## src/hdl/dsi_pkg.sv

```systemverilog
// shared types and constants for the decimal string to int32 converter
// no dependencies; used by the front end, the queue, the back end and the top level
`timescale 1ns / 1ps

package dsi_pkg;

    // character classes made by the front end
    typedef enum logic [2:0] {
        CLS_SPACE,
        CLS_SIGN_POS,
        CLS_SIGN_NEG,
        CLS_DIGIT,
        CLS_BREAK,
        CLS_OTHER
    } cls_t;

    // parse phases of the back end
    typedef enum logic [2:0] {
        PH_SPACES,
        PH_SIGN,
        PH_DIGITS,
        PH_TAIL,
        PH_FAIL
    } phase_t;

    // one classified character as it sits in the queue
    typedef struct packed {
        cls_t       cls;
        logic [3:0] digit;
        logic       last;
    } qent_t;

    // queue status seen by the front end
    typedef struct packed {
        logic full;
    } qstat_t;

    localparam int QDEPTH = 4;
    localparam int QPTR_W = $clog2(QDEPTH);
    localparam int QCNT_W = $clog2(QDEPTH + 1);

    localparam logic [7:0] CHAR_SPACE = 8'h20;
    localparam logic [7:0] CHAR_PLUS  = 8'h2B;
    localparam logic [7:0] CHAR_MINUS = 8'h2D;
    localparam logic [7:0] CHAR_ZERO  = 8'h30;
    localparam logic [7:0] CHAR_NINE  = 8'h39;
    localparam logic [7:0] CHAR_LF    = 8'h0A;
    localparam logic [7:0] CHAR_CR    = 8'h0D;

    localparam logic [31:0] SAT_THRESH  = 32'd214748364;
    localparam logic [3:0]  LAST_POS    = 4'd7;
    localparam logic [3:0]  LAST_NEG    = 4'd8;
    localparam logic [31:0] MAG_MAX_POS = 32'h7FFF_FFFF;
    localparam logic [31:0] MAG_MAX_NEG = 32'h8000_0000;

endpackage

```

## src/hdl/dsi_queue.sv

```systemverilog
// short queue of classified characters between front and back end
// depends on dsi_pkg
`timescale 1ns / 1ps

module dsi_queue (
    input  logic          clk,
    input  logic          rst_n,
    input  logic          push,
    input  dsi_pkg::qent_t push_ent,
    output dsi_pkg::qstat_t stat,
    input  logic          pop,
    output dsi_pkg::qent_t pop_ent,
    output logic          nonempty
);

    dsi_pkg::qent_t                    slot_reg [dsi_pkg::QDEPTH];
    logic [dsi_pkg::QPTR_W-1:0]        wr_ptr_reg;
    logic [dsi_pkg::QPTR_W-1:0]        wr_ptr_next;
    logic [dsi_pkg::QPTR_W-1:0]        rd_ptr_reg;
    logic [dsi_pkg::QPTR_W-1:0]        rd_ptr_next;
    logic [dsi_pkg::QCNT_W-1:0]        count_reg;
    logic [dsi_pkg::QCNT_W-1:0]        count_next;

    always_comb
    begin
        wr_ptr_next = push ? wr_ptr_reg + 1'b1 : wr_ptr_reg;
        rd_ptr_next = pop ? rd_ptr_reg + 1'b1 : rd_ptr_reg;
        count_next  = count_reg;
        if (push && !pop)
        begin
            count_next = count_reg + 1'b1;
        end
        else if (pop && !push)
        begin
            count_next = count_reg - 1'b1;
        end
    end

    always_ff @(posedge clk or negedge rst_n)
    begin
        if (!rst_n)
        begin
            wr_ptr_reg <= '0;
            rd_ptr_reg <= '0;
            count_reg  <= '0;
        end
        else
        begin
            wr_ptr_reg <= wr_ptr_next;
            rd_ptr_reg <= rd_ptr_next;
            count_reg  <= count_next;
        end
    end

    always_ff @(posedge clk)
    begin
        if (push)
        begin
            slot_reg[wr_ptr_reg] <= push_ent;
        end
    end

    assign pop_ent   = slot_reg[rd_ptr_reg];
    assign nonempty  = (count_reg != '0);
    assign stat.full = (count_reg == dsi_pkg::QCNT_W'(dsi_pkg::QDEPTH));

`ifndef SYNTHESIS
    a_no_overflow: assert property (@(posedge clk) disable iff (!rst_n)
        count_reg <= dsi_pkg::QCNT_W'(dsi_pkg::QDEPTH))
        else $error("queue count past depth");

    a_no_push_full: assert property (@(posedge clk) disable iff (!rst_n)
        stat.full |-> !push)
        else $error("push into full queue");

    a_no_pop_empty: assert property (@(posedge clk) disable iff (!rst_n)
        !nonempty |-> !pop)
        else $error("pop from empty queue");
`endif

endmodule

```

## src/hdl/dsi_front.sv

```systemverilog
// front end: takes character beats, classifies them and pushes them into the queue
// depends on dsi_pkg
`timescale 1ns / 1ps

module dsi_front (
    input  logic            in_valid,
    output logic            in_stall,
    input  logic [7:0]      char_byte,
    input  logic            last_char,
    input  dsi_pkg::qstat_t stat,
    output logic            push,
    output dsi_pkg::qent_t  push_ent
);

    logic       is_digit;
    logic [3:0] digit_off;

    assign is_digit  = (char_byte >= dsi_pkg::CHAR_ZERO) && (char_byte <= dsi_pkg::CHAR_NINE);
    assign digit_off = 4'(char_byte - dsi_pkg::CHAR_ZERO);

    always_comb
    begin
        if (is_digit)
        begin
            push_ent.cls = dsi_pkg::CLS_DIGIT;
        end
        else if (char_byte == dsi_pkg::CHAR_SPACE)
        begin
            push_ent.cls = dsi_pkg::CLS_SPACE;
        end
        else if (char_byte == dsi_pkg::CHAR_PLUS)
        begin
            push_ent.cls = dsi_pkg::CLS_SIGN_POS;
        end
        else if (char_byte == dsi_pkg::CHAR_MINUS)
        begin
            push_ent.cls = dsi_pkg::CLS_SIGN_NEG;
        end
        else if ((char_byte == dsi_pkg::CHAR_LF) || (char_byte == dsi_pkg::CHAR_CR))
        begin
            push_ent.cls = dsi_pkg::CLS_BREAK;
        end
        else
        begin
            push_ent.cls = dsi_pkg::CLS_OTHER;
        end
        push_ent.digit = digit_off;
        push_ent.last  = last_char;
    end

    assign in_stall = stat.full;
    assign push     = in_valid && !stat.full;

endmodule

```

## src/hdl/dsi_back.sv

```systemverilog
// back end: parse state machine, saturating accumulator and result register
// depends on dsi_pkg
`timescale 1ns / 1ps

module dsi_back (
    input  logic                clk,
    input  logic                rst_n,
    input  logic                nonempty,
    input  dsi_pkg::qent_t      ent,
    output logic                pop,
    output logic                out_valid,
    input  logic                out_stall,
    output logic signed [31:0]  value
);

    dsi_pkg::phase_t phase_reg;
    dsi_pkg::phase_t phase_step;
    dsi_pkg::phase_t phase_next;
    logic            neg_reg;
    logic            neg_step;
    logic            neg_next;
    logic [31:0]     acc_reg;
    logic [31:0]     acc_step;
    logic [31:0]     acc_next;
    logic            sat_reg;
    logic            sat_step;
    logic            sat_next;
    logic            out_valid_reg;
    logic            out_valid_next;
    logic [31:0]     value_reg;
    logic [31:0]     result;

    logic            digit_en;
    logic            sign_en;
    logic            match;
    logic [31:0]     acc_x10;
    logic [31:0]     acc_sum;
    logic [3:0]      last_limit;
    logic            over;

    // pop when the entry needs no output slot or the slot frees this cycle
    assign pop = nonempty && (!ent.last || !out_valid_reg || !out_stall);

    // next state
    always_comb
    begin
        phase_step = phase_reg;
        unique case (phase_reg)
            dsi_pkg::PH_SPACES:
            begin
                unique case (ent.cls) inside
                    dsi_pkg::CLS_SPACE:                        phase_step = dsi_pkg::PH_SPACES;
                    dsi_pkg::CLS_SIGN_POS, dsi_pkg::CLS_SIGN_NEG: phase_step = dsi_pkg::PH_SIGN;
                    dsi_pkg::CLS_DIGIT:                        phase_step = dsi_pkg::PH_DIGITS;
                    default:                                   phase_step = dsi_pkg::PH_FAIL;
                endcase
            end
            dsi_pkg::PH_SIGN:
            begin
                phase_step = (ent.cls == dsi_pkg::CLS_DIGIT) ? dsi_pkg::PH_DIGITS
                                                             : dsi_pkg::PH_FAIL;
            end
            dsi_pkg::PH_DIGITS:
            begin
                unique case (ent.cls) inside
                    dsi_pkg::CLS_DIGIT: phase_step = dsi_pkg::PH_DIGITS;
                    dsi_pkg::CLS_BREAK: phase_step = dsi_pkg::PH_FAIL;
                    default:            phase_step = dsi_pkg::PH_TAIL;
                endcase
            end
            dsi_pkg::PH_TAIL:
            begin
                phase_step = (ent.cls == dsi_pkg::CLS_BREAK) ? dsi_pkg::PH_FAIL
                                                             : dsi_pkg::PH_TAIL;
            end
            default:
            begin
                phase_step = dsi_pkg::PH_FAIL;
            end
        endcase

        if (!pop)
        begin
            phase_next = phase_reg;
        end
        else if (ent.last)
        begin
            phase_next = dsi_pkg::PH_SPACES;
        end
        else
        begin
            phase_next = phase_step;
        end
    end

    // state outputs
    always_comb
    begin
        digit_en = 1'b0;
        sign_en  = 1'b0;
        unique case (phase_reg) inside
            dsi_pkg::PH_SPACES:
            begin
                digit_en = (ent.cls == dsi_pkg::CLS_DIGIT);
                sign_en  = (ent.cls == dsi_pkg::CLS_SIGN_POS) ||
                           (ent.cls == dsi_pkg::CLS_SIGN_NEG);
            end
            dsi_pkg::PH_SIGN, dsi_pkg::PH_DIGITS:
            begin
                digit_en = (ent.cls == dsi_pkg::CLS_DIGIT);
            end
            default:
            begin
                digit_en = 1'b0;
            end
        endcase
        match = (phase_step == dsi_pkg::PH_DIGITS) || (phase_step == dsi_pkg::PH_TAIL);
    end

    // accumulate one digit with saturation
    always_comb
    begin
        acc_x10    = {acc_reg[28:0], 3'b000} + {acc_reg[30:0], 1'b0};
        acc_sum    = acc_x10 + {28'd0, ent.digit};
        last_limit = neg_reg ? dsi_pkg::LAST_NEG : dsi_pkg::LAST_POS;
        over       = (acc_reg > dsi_pkg::SAT_THRESH) ||
                     ((acc_reg == dsi_pkg::SAT_THRESH) && (ent.digit > last_limit));
        neg_step   = sign_en ? (ent.cls == dsi_pkg::CLS_SIGN_NEG) : neg_reg;
        acc_step   = acc_reg;
        sat_step   = sat_reg;
        if (digit_en && !sat_reg)
        begin
            if (over)
            begin
                acc_step = neg_reg ? dsi_pkg::MAG_MAX_NEG : dsi_pkg::MAG_MAX_POS;
                sat_step = 1'b1;
            end
            else
            begin
                acc_step = acc_sum;
            end
        end
        result = match ? (neg_step ? (32'd0 - acc_step) : acc_step) : 32'd0;

        if (!pop)
        begin
            neg_next = neg_reg;
            acc_next = acc_reg;
            sat_next = sat_reg;
        end
        else if (ent.last)
        begin
            neg_next = 1'b0;
            acc_next = '0;
            sat_next = 1'b0;
        end
        else
        begin
            neg_next = neg_step;
            acc_next = acc_step;
            sat_next = sat_step;
        end

        if (pop && ent.last)
        begin
            out_valid_next = 1'b1;
        end
        else if (!out_stall)
        begin
            out_valid_next = 1'b0;
        end
        else
        begin
            out_valid_next = out_valid_reg;
        end
    end

    always_ff @(posedge clk or negedge rst_n)
    begin
        if (!rst_n)
        begin
            phase_reg     <= dsi_pkg::PH_SPACES;
            neg_reg       <= 1'b0;
            acc_reg       <= '0;
            sat_reg       <= 1'b0;
            out_valid_reg <= 1'b0;
        end
        else
        begin
            phase_reg     <= phase_next;
            neg_reg       <= neg_next;
            acc_reg       <= acc_next;
            sat_reg       <= sat_next;
            out_valid_reg <= out_valid_next;
        end
    end

    always_ff @(posedge clk)
    begin
        if (pop && ent.last)
        begin
            value_reg <= result;
        end
    end

    assign out_valid = out_valid_reg;
    assign value     = value_reg;

`ifndef SYNTHESIS
    a_sat_at_bound: assert property (@(posedge clk) disable iff (!rst_n)
        sat_reg |-> (acc_reg == (neg_reg ? dsi_pkg::MAG_MAX_NEG : dsi_pkg::MAG_MAX_POS)))
        else $error("saturated accumulator off its bound");

    // a negative magnitude may reach 2^31 exactly without saturating
    a_unsat_in_range: assert property (@(posedge clk) disable iff (!rst_n)
        !sat_reg |-> (acc_reg <= dsi_pkg::MAG_MAX_NEG))
        else $error("accumulator past int32 range without saturation");

    a_idle_before_digits: assert property (@(posedge clk) disable iff (!rst_n)
        ((phase_reg == dsi_pkg::PH_SPACES) || (phase_reg == dsi_pkg::PH_SIGN))
        |-> ((acc_reg == '0) && !sat_reg))
        else $error("accumulator busy before any digit");

    a_last_clears: assert property (@(posedge clk) disable iff (!rst_n)
        (pop && ent.last) |=> ((phase_reg == dsi_pkg::PH_SPACES) && (acc_reg == '0)
                               && !neg_reg && out_valid_reg))
        else $error("end of string did not clear parse state");
`endif

endmodule

```

## src/hdl/decimal_string_to_int32_core.sv

```systemverilog
// top level of the streaming decimal string to int32 converter (saturating atoi)
// depends on dsi_pkg, dsi_front, dsi_queue and dsi_back
`timescale 1ns / 1ps

// One character arrives per input beat (char_byte, with last_char marking the end of a
// string); one 32-bit signed result beat leaves for each string, on its last character.
// Leading spaces (0x20 only) are skipped, one optional sign is taken, then decimal digits
// build the value, which saturates at the int32 bounds and then holds. The first non-digit
// ends the number and later characters are ignored, but a CR or LF anywhere after the
// digits, a sign with no digits, only spaces, or any other leading character gives 0.
// The block takes one character per clock cycle while its queue is not full; that rate is
// set by the back end, which applies one multiply-by-ten-and-add with its saturation check
// per cycle. The last character of a string is written into a queue slot, and its result
// is then registered in the result register before the beat is presented. The front end
// classifies characters into a four-entry queue, so input beats keep flowing while a
// finished result waits on out_stall; in_stall rises only once that queue is full.
// The parse state returns to its reset values after every string. There are no configuration
// registers.

module decimal_string_to_int32_core (
    input  logic               clk,
    input  logic               rst_n,
    // character channel
    input  logic               in_valid,
    output logic               in_stall,
    input  logic [7:0]         char_byte,
    input  logic               last_char,
    // result channel
    output logic               out_valid,
    input  logic               out_stall,
    output logic signed [31:0] value
);

    // classified character beats from front to back
    dsi_pkg::qent_t  push_ent;
    dsi_pkg::qent_t  pop_ent;
    dsi_pkg::qstat_t q_stat;
    logic            push;
    logic            pop;
    logic            q_nonempty;

    // front end: classify and push, stall only on a full queue
    dsi_front u_front (
        .in_valid  (in_valid),
        .in_stall  (in_stall),
        .char_byte (char_byte),
        .last_char (last_char),
        .stat      (q_stat),
        .push      (push),
        .push_ent  (push_ent)
    );

    // decoupling queue
    dsi_queue u_queue (
        .clk      (clk),
        .rst_n    (rst_n),
        .push     (push),
        .push_ent (push_ent),
        .stat     (q_stat),
        .pop      (pop),
        .pop_ent  (pop_ent),
        .nonempty (q_nonempty)
    );

    // back end: parse, accumulate, hold the result beat
    dsi_back u_back (
        .clk       (clk),
        .rst_n     (rst_n),
        .nonempty  (q_nonempty),
        .ent       (pop_ent),
        .pop       (pop),
        .out_valid (out_valid),
        .out_stall (out_stall),
        .value     (value)
    );

endmodule
```

## config.mk

```make
export PLATFORM = sky130hd
export DESIGN_NAME = decimal_string_to_int32_core
export DESIGN_NICKNAME = d
export VERILOG_FILES = /design/src/hdl/dsi_pkg.sv /design/src/hdl/dsi_queue.sv /design/src/hdl/dsi_front.sv /design/src/hdl/dsi_back.sv /design/src/hdl/decimal_string_to_int32_core.sv
export SDC_FILE = /design/constraint.sdc
export NUM_CORES = 1
export LEC_CHECK = 0
export ABC_AREA = 1
export BUFFER_PORTS_ARGS = -buffer_cell sky130_fd_sc_hd__buf_2
export CAP_MARGIN = 20
export CORE_ASPECT_RATIO = 1.5
export CORE_MARGIN = 10
export CORE_UTILIZATION = 40
export DETAILED_ROUTE_END_ITERATION = 12
export PLACE_DENSITY = 0.59
export SLEW_MARGIN = 30
export SYNTH_ARGS = -nofsm -noshare
export SYNTH_HDL_FRONTEND = slang
export SYNTH_SLANG_ARGS = --single-unit
```

## constraint.sdc

```tcl
create_clock -name clk -period 8.5 [get_ports clk]
set_input_delay 0.85 -clock clk [delete_from_list [all_inputs] [get_ports clk]]
set_output_delay 0.85 -clock clk [all_outputs]
set_load 0.005 [all_outputs]
```

==> results of run 1 <==
-- worst min-delay path, cell delays in order (launching register included) --
cell and delay (ps):
dfrtp_1 380, nand2_1 60, o21ai_0 60
-- power by group through the flow --
stage / Combinational (mW) / Clock [mW] / Sequential, mW
global route: 2.91 / 0.462 / 0.940
global placement: 2.52 / 0 / 0.930
finish: 2.55 / 0.434 / 0.922
CTS: 2.56 / 0.439 / 0.924
detailed placement: 2.55 / 0 / 0.934
floorplan: 1.92 / 0 / 0.897
-- cell usage in the layout (no fill, tap or decap), drive strengths merged, types with 2 or more instances in the layout --
cell and count:
o22ai 31, a21boi 2, fa 3, xor2 10, clkbuf 10, o21a 3, inv 193, nand4 13
o31ai 2, ha 68, buf 50, nand3 95, clkinv 4, a32oi 2, a21oi 65, nor2 147
o21bai 5, nand3b 2, nor3 11, nand2 407, dfrtp 45, xnor2 3, edfxtp 64, o21ai 53
nor4 4
-- metal layers --
metal,wire length [µm],part of all wire [%]
met1,9180,36
met2,14200,56
met3,724,2.9
met4,1060,4.2
met5,0,0
-- synth_stat cells, drive strengths merged --
master / instances
nand2: 407
inv: 191
nor2: 147
nand3: 95
ha: 68
a21oi: 65
edfxtp: 64
o21ai: 53
dfrtp: 45
o22ai: 31
buf: 15
nand4: 13
nor3: 11
clkbuf: 10
xor2: 10
o21bai: 5
nor4: 4
fa: 3
o21a: 3
xnor2: 3
a21boi: 2
a32oi: 2
nand3b: 2
o31ai: 2
a32o: 1
a41oi: 1
and2: 1
and3: 1
clkinv: 1
mux2: 1
o2111ai: 1
or2: 1
-- through the flow --
stage / setup WS, ps / util, %
2_1_floorplan: 4710 / -
3_3_place_gp: 4060 / 42.5
3_5_place_dp: 4080 / 42.5
4_1_cts: 4060 / 43.9
5_1_grt: 3540 / 44.0
6_report: 4030 / 44.0
-- worst max path at each step --
stage                                from               end  cells past startpoint
finish              u_queue.rd_ptr_reg[0]  u_back.value[29]                     22
global route        u_queue.rd_ptr_reg[0]  u_back.value[25]                     22
CTS                 u_queue.rd_ptr_reg[0]  u_back.value[23]                     25
detailed placement  u_queue.rd_ptr_reg[0]  u_back.value[28]                     23
global placement    u_queue.rd_ptr_reg[0]  u_back.value[21]                     18
floorplan           u_queue.rd_ptr_reg[0]  u_back.value[26]                     24
-- area by class of cell --
cell class              count  area [µm²]
fillers                  2273       12100
multi-input cells         933        4840
flip-flops and latches    109        3050
inverters                 192         723
well taps                 272         340
repair buffers             50         260
clock buffers              10         250
clock inverters             6        52.6
-- cells by family (layout without fill, tap and decap cells) --
logic type | count (synthesis) | in the layout | share of synthesized area, %
buf+inv | 217 | 258 | 10.1
compound gates | 166 | 166 | 10.8
fa+ha+maj | 71 | 71 | 10.4
simple gates | 682 | 682 | 32.6
xor+xnor | 13 | 13 | 1.30
mux | 1 | 1 | 0.129
flops | 109 | 109 | 34.8
==> impl_metrics.yaml, run 1 <==
outcome:
  outcome: "finished, final reports clean"
sta:
  fin_hold_ws_ps: 529
  final.setup.tns_ps: 0
  fin_skew_ps: 9.12
  min_period_ps: 4470
  timing.fmax_mhz: 224
  drv_slew: 0
  hold_viol_final: 0
  worst_slew_pin_slew_ps: 749
  rsz0062_at_grt: "false"
  slew_headroom_pct: 49.7
  fin_crit_sh_pct: 52.5
  setup_viol: 0
detailed_routing:
  drt_iter0_markers: 511
  first_pass_iters: 5
  via_per_inst: 5.17
  wire_per_inst_um: 16.0
  dr_total_vias: 8120
  drc: 0
  ant_nets: 0
  drt-total-wl_mm: 25.2
worst_setup_path:
  rrSetupSlack_ps: 4030
  critPathKind: "flip-flop to flip-flop"
  cp_slowest_stage_delay_ps: 550
  arrival_ps: 4580
  r2r-start: "u_queue.rd_ptr_reg[0]"
  cp_data_required_time_ps: 8620
  worst_setup_path_end_kind: "flip-flop"
  crit_top_cell: "nand2_1"
  cpMaxStageDelayCell: "dfrtp_1"
  path_buf_inv: 3
  rr_endpoint: "u_back.value[29]"
  critPathLaunchType: "flip-flop"
  critPathTopFamily: "simple AND/OR/NAND/NOR gates"
  reg2regPathDepth: 22
  crit_chain: "inv_2, nand2_1, a32oi_1, inv_1, fa_1, fa_1, inv_1, nand3_1, nand3_1, nand2_1, nand3_1, nand2_1, nand3_1, nand3_1, a21oi_2, nand2_1, nor2_1, nand2_1, nand2_1, nand4_1, nand2_1, nor2_1"
  cp_max_fo: 19
placement:
  hpwl_mm: 19.9
  post-place-cells: 1556
  place_congestion: 0.910
  port_buffers: 46
  postPlaceCellArea_um2: 9200
clock_tree:
  clock_path_buffers: 2
  cts_tree: "built"
  cts_made_buffers: 9
  hold_buffers: 0
  clkLatencyLatePin_ps: 360
  clock_sink_count: 109
  post-cts-setup-buffers: 0
  htree_levels: 3
  cts_repair_resize_count: 0
  cts_root_buffer: "clkbuf_16"
  clk_pin_slew_worst_paths_ps: 80
power_and_ir_drop:
  power_density_nw_per_um2: 411
  pwr-share-seq_pct: 23.6
  clkPwrFrac_pct: 11.1
  power.leakage_nw: 4.94
  swShare_pct: 53.6
  p_sw_mw: 2.09
  ir_worst_vdd_mv: 0.202
  power.total_mw: 3.90
  combPwrFrac_pct: 65.3
  p_int_mw: 1.81
synth:
  syn-num-nets: 1343
  ys_types: 45
  synth_area_um2: 8760
  avgSynthCellArea_um2: 6.96
  synthTopCellsByArea: "edfxtp_1 (22%), nand2_1 (17%), dfrtp_1 (13%)"
  ys_ff_latch: 109
  synth_warnings: 0
  syn-instance-count: 1259
  yosysTopAreaCell: "edfxtp_1"
  yosysTopAreaCellShare_pct: 21.9
  seq_area_frac_synth_pct: 34.8
hold_path:
  min-delay-start: "u_back.acc_reg[31]"
  whs_path_depth: 2
  hold_class: "flip-flop to flip-flop"
  whs_endpoint: "u_back.acc_reg[31]"
layout:
  diodes: 0
  fin_nets: 1379
  final_area_um2: 9510
  area_growth_pct: 8.59
  stdcell_count: 1572
  layout-drive-gt1-share_pct: 7.92
global_route:
  top_usage_layer: "met2"
  grt_pass1_wl_mm: 40.1
  gr-usage-met2_pct: 34.6
  grt_antenna_before_repair: 0
  met1_usage_pct: 17.4
  grt_max_degree: 46
  grt_usage_pct: 17.5
  use_met3_pct: 1.70
  grt_pass1_vias: 7921
  grt_overflow: 0
floorplanning:
  die_w_um: 141
  io_pins: 47
  fp.dieArea_um2: 28300
  core_area_um2: 21600
  initial_core_util_pct: 40.5
  std_cell_rows: 66
  die_h_um: 201
flow_run:
  maxCapViolCount: 0
Power figures use the tool's default switching activity.
==> run 2, diff against run 1 <==
==> constraint.sdc (replaced) <==
create_clock -name clk -period 4.5 [get_ports clk]
set_input_delay 0.45 -clock clk [delete_from_list [all_inputs] [get_ports clk]]
set_output_delay 0.45 -clock clk [all_outputs]
set_load 0.005 [all_outputs]
==> run 2 against run 1 <==
Setup slack worse by 3500 ps. Global-route usage is 0.11 points lower. Largest power group unchanged. Combinational power is 92% higher. Sequential power is 88% higher. Critical path depth stayed put. Highest routed layer unchanged. Clock skew is 1.0 ps lower. Critical path type unchanged.
==> impl_metrics.yaml, run 2 (synthesis results as in run 1) <==
outcome:
  outcome: "finished, final reports clean"
sta:
  slew_headroom_pct: 46.7
  hold_viol_final: 0
  min_period_ps: 3990
  worst_slew_pin_slew_ps: 796
  fin_skew_ps: 8.12
  rsz0062_at_grt: "false"
  setup_viol: 0
  fin_crit_sh_pct: 88.6
  fin_hold_ws_ps: 190
  final.setup.tns_ps: 0
  drv_slew: 0
  timing.fmax_mhz: 251
worst_setup_path:
  cp_max_fo: 14
  crit_chain: "inv_2, nand2_1, a32oi_1, inv_1, fa_1, inv_1, ha_1, nand2_1, nor2_1, nand2_1, nand3_1, xor2_1, a21oi_1, nor2_1, nor2_1, nand2_1, nor2_1, nand3_1, nand2_4, nand3_1, nor2_1, nor2_1"
  arrival_ps: 4110
  worst_setup_path_end_kind: "flip-flop"
  critPathLaunchType: "flip-flop"
  cpMaxStageDelayCell: "fa_1"
  cp_slowest_stage_delay_ps: 540
  crit_top_cell: "nor2_1"
  cp_data_required_time_ps: 4620
  critPathKind: "flip-flop to flip-flop"
global_route:
  grt_pass1_vias: 8055
  grt_antenna_before_repair: 0
  top_usage_layer: "met2"
  grt_pass1_wl_mm: 40.2
  grt_usage_pct: 17.4
  grt_overflow: 0
  gr-usage-met2_pct: 34.6
  use_met3_pct: 2.17
  grt_max_degree: 46
  met1_usage_pct: 17.5
detailed_routing:
  drc: 0
  ant_nets: 0
  drt_iter0_markers: 421
  via_per_inst: 5.08
  drt-total-wl_mm: 24.7
  dr_total_vias: 8040
  first_pass_iters: 5
  wire_per_inst_um: 15.6
clock_tree:
  post-cts-setup-buffers: 0
  htree_levels: 3
  clock_path_buffers: 2
  cts_tree: "built"
  clkLatencyLatePin_ps: 360
  cts_root_buffer: "clkbuf_16"
  clock_sink_count: 109
  cts_made_buffers: 9
  clk_pin_slew_worst_paths_ps: 80
layout:
  final_common_cell: "nand2_1"
  post-route-util_pct: 44.3
  nFillCells: 2305
  fin_nets: 1390
  final_cell_mix: "nand2_1 (399), inv_1 (183), nor2_1 (139)"
  diodes: 0
  area_growth_pct: 9.49
  stdcell_count: 1583
  layout-drive-gt1-share_pct: 8.62
power_and_ir_drop:
  power.leakage_nw: 4.99
  power.total_mw: 7.46
  ir_worst_vdd_mv: 0.356
  power_density_nw_per_um2: 778
flow_run:
  maxCapViolCount: 0
hold_path:
  hold_class: "input port to async pin"
floorplanning:
  die_h_um: 201
  io_pins: 47
  initial_core_util_pct: 40.5
  core_area_um2: 21600
  std_cell_rows: 66
  die_w_um: 141
  fp.dieArea_um2: 28300
placement:
  place_congestion: 0.901
  port_buffers: 46
  post-place-cells: 1567
  hpwl_mm: 19.6
## run 2: worst max-delay path, delay by kind of cell, from the launching register on
kind	cells	cell delay, ps
AOI/OAI and AO/OA	2	450
adders and majority gates	2	840
buffers and inverters	3	230
xor gates and xnor gates	1	240
DFF	1	460
and+or+nand+nor	14	1520
## run 2: worst paths after layout
| check | startpoint | endpoint | slack [ps] | cells after the start |
|---|---|---|---|---|
| min reg2reg | u_back.acc_reg[31] | u_back.acc_reg[31] | 520 | 2 |
| min in group clk | last_char | u_queue.slot_reg[1][0] | 310 | 1 |
| max | u_queue.rd_ptr_reg[0] | u_back.value[24] | 510 | 22 |
| max in group asynchronous | rst_n | u_queue.rd_ptr_reg[0] | 3820 | 2 |
| max reg2reg | u_queue.rd_ptr_reg[0] | u_back.value[24] | 510 | 22 |
| min | rst_n | u_back.acc_reg[25] | 190 | 2 |
## run 2: metrics by stage
stage / setup slack (ps) / instance area (µm²)
final: 515 / 9590
after floorplan: 712 / 8760
after CTS: 432 / 9580
after detailed placement: 439 / 9280
after global routing: 44.6 / 9590
after global placement: 493 / 9280
## run 2: final cells by class
type                       instances  area, µm²  share of cell area (%)
multi-input combinational        933       4830                    50.4
sequential                       109       3050                    31.8
inverter                         192        723                    7.54
timing repair buffer              61        343                    3.58
tap                              272        340                    3.55
clock buffer                      10        229                    2.39
clock inverter                     6       70.1                   0.731
## run 2: routing by layer
metal	vias to the layer above	wire, µm
li1	4192	-
met1	3688	9430
met2	115	13900
met3	45	499
met4	0	846
met5	-	0
## run 2: power breakdown
part,internal [mW],switching [mW]
clock,0.438,0.393
sequential,1.51,0.216
combinational,1.55,3.35
total,3.50,3.96
## run 2: repair_timing
action	4_1_cts	5_1_grt
setup endpoints to repair	0	2
gates resized for setup	0	2
hold buffers	0	0
